--- src/design/wss_pkg.sv ---
// Shared types and constants of the wildcard signature scanner.
// Used by wss_cfg, wss_window and the top level wildcard_signature_scan.
package wss_pkg;

  localparam int unsigned ByteW    = 8;
  localparam int unsigned CfgDataW = 64;
  localparam int unsigned CfgIdxW  = 3;
  localparam int unsigned CareW    = 16;
  localparam int unsigned PatBytes = 16;
  localparam int unsigned PatIdxW  = 4;
  localparam int unsigned LenCfgW  = 5;
  localparam int unsigned SelW     = 32;
  localparam int unsigned OutOffW  = 32;
  localparam int unsigned AddrW    = 64;

  localparam logic [CareW-1:0]   CareMaskRst      = 16'hFFFF;
  localparam logic [LenCfgW-1:0] PatternLengthRst = 5'd1;

  typedef enum logic [CfgIdxW-1:0] {
    CFG_PATTERN_LOW    = CfgIdxW'(0),
    CFG_PATTERN_HIGH   = CfgIdxW'(1),
    CFG_CARE_MASK      = CfgIdxW'(2),
    CFG_PATTERN_LENGTH = CfgIdxW'(3),
    CFG_SELECT_INDEX   = CfgIdxW'(4),
    CFG_BASE_ADDRESS   = CfgIdxW'(5)
  } cfg_reg_e;

  typedef struct packed {
    logic [ByteW-1:0] data_byte;
    logic             region_end;
  } in_item_t;

  typedef struct packed {
    logic               found;
    logic [OutOffW-1:0] match_offset;
    logic [AddrW-1:0]   match_address;
  } out_item_t;

  // History control from the scan controller to the window unit.
  typedef struct packed {
    logic shift;
    logic clear;
  } hist_ctrl_t;

endpackage

--- src/design/wss_cfg.sv ---
// Configuration registers of the scanner and the alignment of pattern and care
// bits to window positions. Depends on wss_pkg.
module wss_cfg #(
  parameter int unsigned MaxPattern = 16,
  parameter int unsigned LenW       = 5
) (
  input  logic                                clk_i,
  input  logic                                rst_ni,
  input  logic                                cfg_we_i,
  input  logic [wss_pkg::CfgIdxW-1:0]         cfg_index_i,
  input  logic [wss_pkg::CfgDataW-1:0]        cfg_wdata_i,
  output logic [LenW-1:0]                     len_o,
  output logic [MaxPattern-1:0]               care_o,
  output logic [MaxPattern-1:0][wss_pkg::ByteW-1:0] pat_o,
  output logic [wss_pkg::SelW-1:0]            select_o,
  output logic [wss_pkg::AddrW-1:0]           base_o
);

  logic [63:0]                  pat_low_q;
  logic [63:0]                  pat_high_q;
  logic [wss_pkg::CareW-1:0]    care_q;
  logic [wss_pkg::LenCfgW-1:0]  plen_q;
  logic [wss_pkg::SelW-1:0]     sel_q;
  logic [wss_pkg::AddrW-1:0]    base_q;
  logic [wss_pkg::PatBytes-1:0][wss_pkg::ByteW-1:0] pat_all;
  logic [LenW-1:0]              plen_ext;

  always_ff @(posedge clk_i or negedge rst_ni) begin
    if (!rst_ni) begin
      pat_low_q  <= '0;
      pat_high_q <= '0;
      care_q     <= wss_pkg::CareMaskRst;
      plen_q     <= wss_pkg::PatternLengthRst;
      sel_q      <= '0;
      base_q     <= '0;
    end else if (cfg_we_i) begin
      unique case (wss_pkg::cfg_reg_e'(cfg_index_i))
        wss_pkg::CFG_PATTERN_LOW:    pat_low_q  <= cfg_wdata_i;
        wss_pkg::CFG_PATTERN_HIGH:   pat_high_q <= cfg_wdata_i;
        wss_pkg::CFG_CARE_MASK:      care_q     <= cfg_wdata_i[wss_pkg::CareW-1:0];
        wss_pkg::CFG_PATTERN_LENGTH: plen_q     <= cfg_wdata_i[wss_pkg::LenCfgW-1:0];
        wss_pkg::CFG_SELECT_INDEX:   sel_q      <= cfg_wdata_i[wss_pkg::SelW-1:0];
        wss_pkg::CFG_BASE_ADDRESS:   base_q     <= cfg_wdata_i[wss_pkg::AddrW-1:0];
        default: ;
      endcase
    end
  end

  // Clamp the length into 1..MaxPattern.
  assign plen_ext = LenW'(plen_q);

  always_comb begin
    if (plen_q == '0) begin
      len_o = LenW'(1);
    end else if (plen_ext > LenW'(MaxPattern)) begin
      len_o = LenW'(MaxPattern);
    end else begin
      len_o = plen_ext;
    end
  end

  assign pat_all  = {pat_high_q, pat_low_q};
  assign select_o = sel_q;
  assign base_o   = base_q;

  // Window position k lies k bytes back from the newest byte; it faces
  // pattern byte len-1-k. Bytes past the sixteenth are wildcards.
  for (genvar k = 0; k < MaxPattern; k++) begin : g_align
    logic [LenW-1:0] j;
    logic            in_use;
    assign in_use   = LenW'(k) < len_o;
    assign j        = len_o - LenW'(k) - LenW'(1);
    assign care_o[k] = in_use && (j < LenW'(wss_pkg::PatBytes)) &&
                       care_q[j[wss_pkg::PatIdxW-1:0]];
    assign pat_o[k]  = pat_all[j[wss_pkg::PatIdxW-1:0]];
  end

endmodule

--- src/design/wss_window.sv ---
// Byte history shift line and the parallel window compare of the scanner.
// Depends on wss_pkg.
module wss_window #(
  parameter int unsigned MaxPattern = 16,
  parameter int unsigned LenW       = 5
) (
  input  logic                                      clk_i,
  input  logic                                      rst_ni,
  input  wss_pkg::hist_ctrl_t                       ctrl_i,
  input  logic [wss_pkg::ByteW-1:0]                 cur_byte_i,
  input  logic [LenW-1:0]                           len_i,
  input  logic [MaxPattern-1:0]                     care_i,
  input  logic [MaxPattern-1:0][wss_pkg::ByteW-1:0] pat_i,
  output logic                                      hit_o
);

  localparam int unsigned HistCap = MaxPattern - 1;
  localparam int unsigned HistD   = (MaxPattern > 1) ? MaxPattern - 1 : 1;

  logic [HistD-1:0][wss_pkg::ByteW-1:0]      hist_q;
  logic [LenW-1:0]                           fill_q;
  logic [MaxPattern-1:0][wss_pkg::ByteW-1:0] win;
  logic [MaxPattern-1:0]                     pos_ok;

  always_ff @(posedge clk_i) begin
    if (ctrl_i.shift) begin
      for (int i = HistD - 1; i > 0; i--) begin
        hist_q[i] <= hist_q[i-1];
      end
      hist_q[0] <= cur_byte_i;
    end
  end

  // Count valid history bytes; saturate at the history depth.
  always_ff @(posedge clk_i or negedge rst_ni) begin
    if (!rst_ni) begin
      fill_q <= '0;
    end else if (ctrl_i.clear) begin
      fill_q <= '0;
    end else if (ctrl_i.shift && (fill_q < LenW'(HistCap))) begin
      fill_q <= fill_q + LenW'(1);
    end
  end

  assign win[0] = cur_byte_i;
  for (genvar k = 1; k < MaxPattern; k++) begin : g_win
    assign win[k] = hist_q[k-1];
  end

  for (genvar k = 0; k < MaxPattern; k++) begin : g_cmp
    assign pos_ok[k] = !care_i[k] || (win[k] == pat_i[k]);
  end

  assign hit_o = (&pos_ok) && (fill_q >= (len_i - LenW'(1)));

endmodule

--- src/design/wildcard_signature_scan.sv ---
// Wildcard byte-pattern scanner: top level with input stage, scan control and
// result register. Depends on wss_pkg, wss_cfg and wss_window.
//
// The scanner takes one byte of a memory region per transfer on the input
// channel, with region_end set on the final byte, and compares every complete
// window of pattern_length bytes against the configured pattern in a single
// pass; pattern positions whose care bit is clear match any byte. The first
// select_index matches are skipped and the next one is delivered once as a
// result transfer with found set, its region offset and base_address plus
// that offset; later bytes of the same region then produce nothing. If the
// region ends before that match, a single not-found result (all fields zero)
// follows the final byte. After the final byte the scan state returns to its
// reset values, while the configuration registers keep theirs. The input
// channel takes one byte per clock: each byte is registered, matched against
// the window by parallel byte compares, and its result moves to the output
// register once it is free. Only a stall on the output channel while a result
// is held there slows intake. The user must write configuration through
// cfg_we_i / cfg_index_i / cfg_wdata_i only while no byte is in flight, which
// the block does not enforce; indexes past base_address are ignored.
module wildcard_signature_scan #(
  parameter int unsigned MAX_PATTERN  = 16,
  parameter int unsigned OFFSET_WIDTH = 32
) (
  input  logic                           clk_i,
  input  logic                           rst_ni,
  // configuration write port
  input  logic                           cfg_we_i,
  input  logic [wss_pkg::CfgIdxW-1:0]    cfg_index_i,
  input  logic [wss_pkg::CfgDataW-1:0]   cfg_wdata_i,
  // byte stream in
  input  logic                           in_valid_i,
  output logic                           in_stall_o,
  input  wss_pkg::in_item_t              in_data_i,
  // results out
  output logic                           out_valid_o,
  input  logic                           out_stall_i,
  output wss_pkg::out_item_t             out_data_o
);

  localparam int unsigned LenNeedW = $clog2(MAX_PATTERN + 1);
  localparam int unsigned LenW     = (LenNeedW > wss_pkg::LenCfgW) ? LenNeedW
                                                                    : wss_pkg::LenCfgW;

  // configuration view
  logic [LenW-1:0]                                   len;
  logic [MAX_PATTERN-1:0]                            care;
  logic [MAX_PATTERN-1:0][wss_pkg::ByteW-1:0]        pat;
  logic [wss_pkg::SelW-1:0]                          select_idx;
  logic [wss_pkg::AddrW-1:0]                         base_addr;

  // input stage
  logic                 s1_valid_q;
  wss_pkg::in_item_t    s1_data_q;
  logic                 s1_adv;
  logic                 out_free;
  logic                 in_accept;

  // scan state
  logic [OFFSET_WIDTH-1:0]   pos_q;
  logic [wss_pkg::SelW-1:0]  seen_q;
  logic                      given_q;

  // match and result
  wss_pkg::hist_ctrl_t       hist_ctrl;
  logic                      hit;
  logic                      hit_ok;
  logic                      take;
  logic                      skip;
  logic                      last;
  logic [OFFSET_WIDTH-1:0]   off;
  logic                      res_valid;
  wss_pkg::out_item_t        res;

  logic                      out_valid_q;
  wss_pkg::out_item_t        out_data_q;

  wss_cfg #(
    .MaxPattern (MAX_PATTERN),
    .LenW       (LenW)
  ) u_cfg (
    .clk_i       (clk_i),
    .rst_ni      (rst_ni),
    .cfg_we_i    (cfg_we_i),
    .cfg_index_i (cfg_index_i),
    .cfg_wdata_i (cfg_wdata_i),
    .len_o       (len),
    .care_o      (care),
    .pat_o       (pat),
    .select_o    (select_idx),
    .base_o      (base_addr)
  );

  wss_window #(
    .MaxPattern (MAX_PATTERN),
    .LenW       (LenW)
  ) u_window (
    .clk_i      (clk_i),
    .rst_ni     (rst_ni),
    .ctrl_i     (hist_ctrl),
    .cur_byte_i (s1_data_q.data_byte),
    .len_i      (len),
    .care_i     (care),
    .pat_i      (pat),
    .hit_o      (hit)
  );

  // Advance the input stage whenever the result register can take a value.
  assign out_free   = !out_valid_q || !out_stall_i;
  assign s1_adv     = s1_valid_q && out_free;
  assign in_stall_o = s1_valid_q && !out_free;
  assign in_accept  = in_valid_i && !in_stall_o;

  always_ff @(posedge clk_i or negedge rst_ni) begin
    if (!rst_ni) begin
      s1_valid_q <= 1'b0;
    end else if (in_accept) begin
      s1_valid_q <= 1'b1;
    end else if (s1_adv) begin
      s1_valid_q <= 1'b0;
    end
  end

  always_ff @(posedge clk_i) begin
    if (in_accept) begin
      s1_data_q <= in_data_i;
    end
  end

  // Skip matches until select_index of them are seen, then report once.
  assign last   = s1_data_q.region_end;
  assign hit_ok = !given_q && hit;
  assign skip   = hit_ok && (seen_q < select_idx);
  assign take   = hit_ok && !skip;

  // Offset of the window start; wraps with the byte counter.
  assign off = pos_q - OFFSET_WIDTH'(len - LenW'(1));

  assign res_valid = take || (last && !given_q);

  always_comb begin
    res.found         = take;
    res.match_offset  = '0;
    res.match_address = '0;
    if (take) begin
      res.match_offset  = wss_pkg::OutOffW'(off);
      res.match_address = base_addr + wss_pkg::AddrW'(off);
    end
  end

  assign hist_ctrl.shift = s1_adv && !last;
  assign hist_ctrl.clear = s1_adv && last;

  always_ff @(posedge clk_i or negedge rst_ni) begin
    if (!rst_ni) begin
      pos_q   <= '0;
      seen_q  <= '0;
      given_q <= 1'b0;
    end else if (s1_adv) begin
      if (last) begin
        pos_q   <= '0;
        seen_q  <= '0;
        given_q <= 1'b0;
      end else begin
        pos_q   <= pos_q + OFFSET_WIDTH'(1);
        if (skip) begin
          seen_q <= seen_q + wss_pkg::SelW'(1);
        end
        if (take) begin
          given_q <= 1'b1;
        end
      end
    end
  end

  // Result register: load on a new result, drop once transferred.
  always_ff @(posedge clk_i or negedge rst_ni) begin
    if (!rst_ni) begin
      out_valid_q <= 1'b0;
    end else if (s1_adv && res_valid) begin
      out_valid_q <= 1'b1;
    end else if (!out_stall_i) begin
      out_valid_q <= 1'b0;
    end
  end

  always_ff @(posedge clk_i) begin
    if (s1_adv && res_valid) begin
      out_data_q <= res;
    end
  end

  assign out_valid_o = out_valid_q;
  assign out_data_o  = out_data_q;

  // The byte that closes a region leaves the scan state at its reset values.
  a_region_end_clears : assert property (@(posedge clk_i) disable iff (!rst_ni)
    s1_adv && last |=> (pos_q == '0) && (seen_q == '0) && !given_q)
    else $error("scan state not cleared after region end");

  // Intake only stalls while a byte waits behind a held result.
  a_stall_cause : assert property (@(posedge clk_i) disable iff (!rst_ni)
    in_stall_o |-> s1_valid_q && out_valid_q && out_stall_i)
    else $error("input stalled without a held result");

  // A reported match inside a region blocks any further report.
  a_report_once : assert property (@(posedge clk_i) disable iff (!rst_ni)
    s1_adv && take && !last |=> given_q)
    else $error("reported match not recorded");

endmodule
--- config.mk ---
export PLATFORM = sky130hd
export DESIGN_NAME = wildcard_signature_scan
export DESIGN_NICKNAME = d
export VERILOG_FILES = /design/src/design/wss_pkg.sv /design/src/design/wss_cfg.sv /design/src/design/wss_window.sv /design/src/design/wildcard_signature_scan.sv
export SDC_FILE = /design/constraint.sdc
export NUM_CORES = 1
export LEC_CHECK = 0
export BUFFER_PORTS_ARGS = -buffer_cell sky130_fd_sc_hd__buf_2
export CELL_PAD_IN_SITES_DETAIL_PLACEMENT = 1
export CELL_PAD_IN_SITES_GLOBAL_PLACEMENT = 2
export CORE_MARGIN = 3
export CORE_UTILIZATION = 40
export DETAILED_ROUTE_END_ITERATION = 16
export GPL_TIMING_DRIVEN = 0
export PLACE_DENSITY = 0.75
export RECOVER_POWER = 100
export REMOVE_ABC_BUFFERS = 1
export SYNTH_ARGS = -nofsm -noshare
export SYNTH_HDL_FRONTEND = slang
export SYNTH_HIERARCHICAL = 1
export SYNTH_SLANG_ARGS = --single-unit
--- constraint.sdc ---
create_clock -name clk_i -period 12.1 [get_ports clk_i]
set_clock_uncertainty 0.1 [all_clocks]
set_input_delay 1.21 -clock clk_i [delete_from_list [all_inputs] [get_ports clk_i]]
set_output_delay 1.21 -clock clk_i [all_outputs]
set_load 0.02 [all_outputs]
==> reports/metrics.yaml, run 1 <==
status:
  outcome: "finished with violations"
  violations: "max-capacitance violations, max-slew violations"
routing:
  vias_per_cell: 5.89
  vias: 26900
  drcViolationCount: 0
  final_antenna_net_count: 0
  drt_iter0_drc: 1641
  finalWirelength_um: 119000
  wl_per_cell_um: 26.1
  drt-pass1-iter-count: 5
setup_path:
  critPathKind: "flop to flop"
  crit_required_ps: 12400
  worstPathArrival_ps: 11250
  r2r_end: "seen_q[18]"
  critPathBufInv: 1
  crit_path_start_kind: "flop"
  crit_top_cell: "nand4_1"
  cp_cell_sequence: "or2b_4, clkbuf_2, ha_1, or4b_1, o211ai_2, o21ai_1, a31oi_1, or2_0, mux4_2, xnor2_1, nand4_1, o21ai_0, nand4_1, or4_1, nor2_1, nand2b_1, o31ai_2, and2_0, a311o_1, o211ai_1"
  ff2ff_setup_slack_ps: 1150
  end_kind: "flop"
  crit_path_max_incr_delay_ps: 1320
  reg2reg_depth: 20
  cp_slowest_cell: "clkbuf_2"
  cpLargestDelayFamily: "simple AND/OR/NAND/NOR gates"
  timing.rr.start: "u_cfg/plen_ext[4]"
  worstPathMaxFanout: 82
  worstSetupStartpoint: "u_cfg/plen_ext[4]"
placement:
  place_ws_ps: 1620
  dpl_cell_area_um2: 37100
  port_buffers: 179
  dpl.hpwl_um: 89800
  gp_congestion: 0.914
cts:
  cts.sinks: 543
  post_cts_buffers: 0
  insertion_delay_ps: 600
  clock_path_buffers: 3
  cts_resized: 0
  ctsHoldBuffers: 0
  root_buffer: "clkbuf_16"
  h-tree-depth: 3
  cts_tree: "done"
  clk_pin_slew_ps: 60
  numCtsBuffers: 67
sta:
  finalHoldViolCount: 0
  final-setup-viol-count: 0
  fmax_mhz: 91.3
  worstMarginPinSlew_ps: 6090
  period_share: 0.905
  max_slew_margin: -3.06
  holdWs_ps: 367
  fin_ws_ps: 1150
  period_minus_slack_ps: 10950
  slew_viol_final: 607
  rsz0062_at_grt: "no"
grt:
  grt_pass1_wl_um: 179000
  grt.overflow.total: 0
  antenna_found_initial: 5
  track_usage: 0.262
  grt_pass1_vias: 28200
  grt_max_degree: 110
synth:
  synth_top_flop_cell: "dfrtp_1"
  synth_seq_area_share: 0.428
  synth_cell_types: 104
  ys_seq_elements: 543
  syn-instance-count: 3241
  synth_warnings: 6
  synthesis.area_um2: 34500
  synth_edf_count: 226
  avgSynthCellArea_um2: 10.6
  async_flop_share: 0.584
die:
  rows: 107
  dieHeight_um: 299
  start_util: 0.404
  die_area_um2: 89700
  core_area_um2: 85300
  die_x_um: 299
  ios: 180
cells_and_area:
  stdcell_area_um2: 38900
  drive_gt1_frac: 0.169
  final_net_count: 3568
  area_growth_syn_to_layout_pct: 12.8
min_path:
  whs_endpoint: "u_window/hist_q[13]"
  min_path_type: "flop to flop"
  whs_path_depth: 0
  hold_path_startpoint: "u_window/hist_q[5]"
power_and_ir_drop:
  irDropWorstVdd_mv: 0.118
  pwr_density_cell_nw_per_um2: 227
  p_leak_nw: 16.0
flow_run:
  maxCapViolCount: 12
[metal layers]
layer,wire [um],track usage,share of wire
met1,51200,0.336,0.43
met2,59300,0.459,0.50
met3,4380,0.0292,0.037
met4,4390,0.0868,0.037
met5,0,0,0
[power by group]
part | leakage, nW | total, mW | switching (mW) | internal, mW
registers | 6.06 | 2.45 | 0.265 | 2.19
clock network | 1.12 | 2.09 | 0.821 | 1.27
logic | 8.82 | 4.29 | 2.56 | 1.72
[cell usage after synthesis (all sizes together) (17+ instances only)]
cell type	n	area, um^2
a211oi	19	153
nand4	67	440
a31oi	85	532
dfstp	17	447
and3	102	641
o21ai	94	474
mux4	45	1010
clkbuf	114	449
a22oi	76	571
inv	75	282
nand3	41	205
nor3	31	166
mux2i	287	2870
and2	52	325
a21oi	95	475
ha	119	1490
nor2b	28	175
nor2	156	586
xnor2	192	1700
buf	60	309
xor2	50	438
edfxtp	226	6790
mux2	249	2800
a21o	52	395
nand2	412	1550
dfrtp	300	7510
[how the worst max path moves through the flow]
| stage | endpoint | slack [ps] | depth (start not counted) |
|---|---|---|---|
| floorplan | out_data_o[0] | -5840 | 17 |
| global placement | out_data_o[57] | -18420 | 17 |
| detailed placement | out_data_o[62] | 1620 | 23 |
| CTS | out_data_o[62] | 1610 | 24 |
| global route | seen_q[18] | 380 | 20 |
| finish | seen_q[18] | 1150 | 20 |
[cell families after synthesis]
group           synth area share
buf+inv                   0.0307
mux                        0.194
simple gates               0.138
xor+xnor                  0.0620
fa+ha+maj                 0.0444
flops                      0.428
compound gates             0.103
[layout by cell type (no fill, tap or decap), types with 28 or more instances in the layout]
cell	Yosys	routed
a21o_1	48	48
a21oi_1	95	94
a22oi_1	76	76
a31oi_1	85	85
and2_1	51	28
and3_1	100	100
buf_2	28	76
clkbuf_1	111	143
clkbuf_16	0	75
dfrtp_1	300	300
edfxtp_1	226	226
ha_1	119	117
inv_1	71	70
mux2_2	248	248
mux2i_1	287	287
mux4_2	45	45
nand2_1	412	411
nand3_1	41	41
nand4_1	65	66
nor2_1	156	151
nor3_1	30	30
o21ai_0	82	83
xnor2_1	190	186
xor2_1	50	48
[state kept, by name, summed over array words and instances, names as in the netlist]
signal            count
u_cfg/plen_ext        5
given_q               1
out_data_o           97
u_cfg/base_o         64
last                  1
u_window/fill_q       5
u_cfg/care_q         16
u_cfg/pat_low_q      64
seen_q               32
u_window/hist_q     120
u_cfg/select_o       32
s1_valid_q            1
out_valid_o           1
pos_q                32
u_cfg/pat_high_q     64
s1_data_q             8
[layout make-up]
cell class / count / area (um^2)
antenna: 4 / 10.0
sequential: 543 / 14700
multi-input combinational: 2446 / 18700
inverter: 77 / 300
timing repair buffer: 231 / 1360
clock inverter: 22 / 225
clock buffer: 100 / 2070
fill: 9319 / 46400
tap: 1144 / 1430
[metrics by stage]
| step | cells | power (mW) | util | setup TNS, ps |
|---|---|---|---|---|
| final | 4567 | 8.83 | 0.456 | 0 |
| after global routing | 4563 | 9.31 | 0.456 | 0 |
| after CTS | 4563 | 8.89 | 0.462 | 0 |
| after detailed placement | 4441 | 6.74 | 0.435 | 0 |
| after global placement | 4389 | 6.59 | 0.422 | -3038750 |
| after floorplan | 3066 | 5.32 | - | -707310 |
Power figures use the tool's default switching activity.
==> run 2: changes to the inputs <==
--- a/config.mk
+++ b/config.mk
@@ -12,6 +12,7 @@
 export CORE_UTILIZATION = 40
 export DETAILED_ROUTE_END_ITERATION = 16
 export GPL_TIMING_DRIVEN = 0
+export MAX_ROUTING_LAYER = met4
 export PLACE_DENSITY = 0.75
 export RECOVER_POWER = 100
 export REMOVE_ABC_BUFFERS = 1
==> reports/metrics.yaml, run 2 (synthesis gave the netlist of run 1 again) <==
status:
  outcome: "finished with violations"  # unchanged
  violations: "max-capacitance violations, max-slew violations"  # unchanged
cells_and_area:
  postLayoutCoreUtil: 0.454  # was 0.456
  final_cells: 4561  # was 4567
  regMostFlops: "u_window/hist_q"  # unchanged
  drive_gt1_frac: 0.165  # was 0.169
  layout_commonest_cell: "nand2_1"  # unchanged
  final_net_count: 3565  # was 3568
  final_cell_mix: "nand2_1 (412), dfrtp_1 (300), mux2i_1 (287)"  # was nand2_1 (411), dfrtp_1 (300), mux2i_1 (287)
  largest_reg_flops: 120  # unchanged
  area_growth_syn_to_layout_pct: 12.4  # was 12.8%
die:
  ios: 180  # unchanged
  die_x_um: 299  # unchanged
  dieHeight_um: 299  # unchanged
  core_area_um2: 85300  # unchanged
  start_util: 0.404  # unchanged
  die_area_um2: 89700  # unchanged
  rows: 107  # unchanged
power_and_ir_drop:
  intPower_mw: 5.09  # was 5.18 mW
  irDropWorstVdd_mv: 0.137  # was 0.118 mV
  clock_power_share: 0.231  # was 0.237
  p_sw_mw: 3.67  # was 3.65 mW
  seqPwrFrac: 0.280  # was 0.278
  swShare: 0.419  # was 0.413
  p_leak_nw: 15.9  # was 16.0 nW
  pwr_density_cell_nw_per_um2: 226  # was 227 nW/um^2
  pwr-share-comb: 0.489  # was 0.485
sta:
  slew_viol_final: 506  # was 607
  fmax_mhz: 92.9  # was 91.3 MHz
  period_share: 0.890  # was 0.905
  period_minus_slack_ps: 10770  # was 10950 ps
  finalHoldViolCount: 0  # unchanged
  setup_tns_ps: 0  # unchanged
  final-setup-viol-count: 0  # unchanged
  holdWs_ps: 361  # was 367 ps
  worstMarginPinSlew_ps: 5540  # was 6090 ps
  max_slew_margin: -2.69  # was -3.06
  rsz0062_at_grt: "no"  # unchanged
cts:
  clock_path_buffers: 3  # unchanged
  h-tree-depth: 3  # unchanged
  cts_resized: 0  # unchanged
  root_buffer: "clkbuf_16"  # unchanged
  cts.sinks: 543  # unchanged
  numCtsBuffers: 67  # unchanged
  clk_pin_slew_ps: 60  # about the same
  cts_tree: "done"  # unchanged
  post_cts_buffers: 0  # unchanged
  insertion_delay_ps: 630  # was 600 ps
  ctsHoldBuffers: 0  # unchanged
setup_path:
  cp_slowest_cell: "and2_0"  # was clkbuf_2
  reg2reg_depth: 21  # was 20
  r2r_end: "out_data_o[58]"  # was seen_q[18]
  crit_path_max_incr_delay_ps: 1270  # was 1320 ps
  worstPathMaxFanout: 67  # was 82
  crit_path_start_kind: "flop"  # unchanged
  cp_cell_sequence: "or2b_4, clkinv_4, ha_1, a21o_1, a21oi_1, and2_0, a22oi_1, nand2_1, xnor2_1, nand4_1, o21ai_0, nand4_1, or4_1, nor2_1, nand2b_1, nor2_1, o21ai_1, buf_12, inv_1, nand2_1, mux2i_1"  # was or2b_4, clkbuf_2, ha_1, or4b_1, o211ai_2, o21ai_1, a31oi_1, or2_0, mux4_2, xnor2_1, nand4_1, o21ai_0, nand4_1, or4_1, nor2_1, nand2b_1, o31ai_2, and2_0, a311o_1, o211ai_1
  ff2ff_setup_slack_ps: 1330  # was 1150 ps
  end_kind: "flop"  # unchanged
  cpLargestDelayFamily: "simple AND/OR/NAND/NOR gates"  # unchanged
  worstPathArrival_ps: 11120  # was 11250 ps
  timing.rr.start: "u_cfg/plen_ext[4]"  # unchanged
  critPathKind: "flop to flop"  # unchanged
  critPathBufInv: 3  # was 1
  crit_required_ps: 12450  # was 12400 ps
flow_run:
  maxCapViolCount: 14  # was 12
routing:
  finalWirelength_um: 119000  # about the same
  drt-pass1-iter-count: 6  # was 5
  vias: 26700  # was 26900
  final_antenna_net_count: 0  # unchanged
  drt_iter0_drc: 1740  # was 1641
  drcViolationCount: 0  # unchanged
  wl_per_cell_um: 26.1  # about the same
  vias_per_cell: 5.86  # was 5.89
placement:
  placed_cells: 4436  # was 4441
  port_buffers: 179  # unchanged
  gp_congestion: 0.920  # was 0.914
  dpl.hpwl_um: 89000  # was 89800 um
grt:
  grt_pass1_vias: 28000  # was 28200
  grt_pass1_wl_um: 179000  # about the same
  grt_max_degree: 119  # was 110
  grt.overflow.total: 0  # unchanged
  track_usage: 0.270  # was 0.262
  antenna_found_initial: 5  # unchanged
min_path:
  whs_endpoint: "u_window/hist_q[40]"  # was u_window/hist_q[13]
  min_path_type: "flop to flop"  # unchanged
  whs_path_depth: 0  # unchanged
  hold_path_startpoint: "u_window/hist_q[32]"  # was u_window/hist_q[5]
## run 2: cell count changes in the layout (fill, tap and decap cells not counted), sizes merged
cell	previous run	this run
diode	4	1
clkinvlp	4	1
clkbuf	230	223
buf	101	102
clkinv	15	18
inv	76	79
## run 2: worst max-delay path by stage
stage                            startpoint             end  slack, ps  depth (start not counted)
final                     u_cfg/plen_ext[4]  out_data_o[58]       1330                         21
after global routing      u_cfg/plen_ext[4]  out_data_o[58]        650                         21
after CTS                 u_cfg/plen_ext[4]  out_data_o[62]       1480                         23
after detailed placement  u_cfg/plen_ext[4]  out_data_o[62]       1480                         23
after global placement    u_cfg/plen_ext[4]  out_data_o[57]     -18330                         17
after floorplan           u_cfg/plen_ext[4]   out_data_o[0]      -5840                         17
## run 2: routing by layer
layer  global-route usage  wire, um
met1                0.338     50800
met2                0.451     58700
met3               0.0314      5030
met4               0.0948      4750
met5                    -         0
## run 2: area by class of cell
cell class                      instances  area [um^2]
Inverter                               77          299
Clock buffer                           97         1900
Sequential cell                       543        14700
Clock inverter                         25          268
Tap cell                             1144         1430
Fill cell                            9315        46500
Antenna cell                            1         2.50
Timing Repair Buffer                  228         1370
Multi-Input combinational cell       2446        18700
## run 2: worst register-to-register path, stage by stage (launching register included)
cell and delay, ps:
dfrtp_1 1260, or2b_4 850, clkinv_4 800, ha_1 690, a21o_1 240, a21oi_1 430, and2_0 1280, a22oi_1 250
nand2_1 150, xnor2_1 200, nand4_1 260, o21ai_0 250, nand4_1 110, or4_1 540, nor2_1 140, nand2b_1 140
nor2_1 130, o21ai_1 760, buf_12 530, inv_1 1090, nand2_1 130, mux2i_1 250
## run 2: stage by stage
step	total power [mW]	setup WS (ps)	area, um^2
2_1_floorplan	5.32	-5840	33700
3_3_place_gp	6.59	-18330	36000
3_5_place_dp	6.73	1480	37000
4_1_cts	8.80	1480	39200
5_1_grt	9.24	649	38700
6_report	8.76	1330	38700
## run 2: power by group through the flow
stage / combinational [mW] / sequential, mW / clock, mW
final: 4.28 / 2.45 / 2.02
after CTS: 4.28 / 2.45 / 2.07
after global routing: 4.60 / 2.49 / 2.15
after global placement: 4.11 / 2.48 / 0
after detailed placement: 4.25 / 2.48 / 0
after floorplan: 2.91 / 2.41 / 0
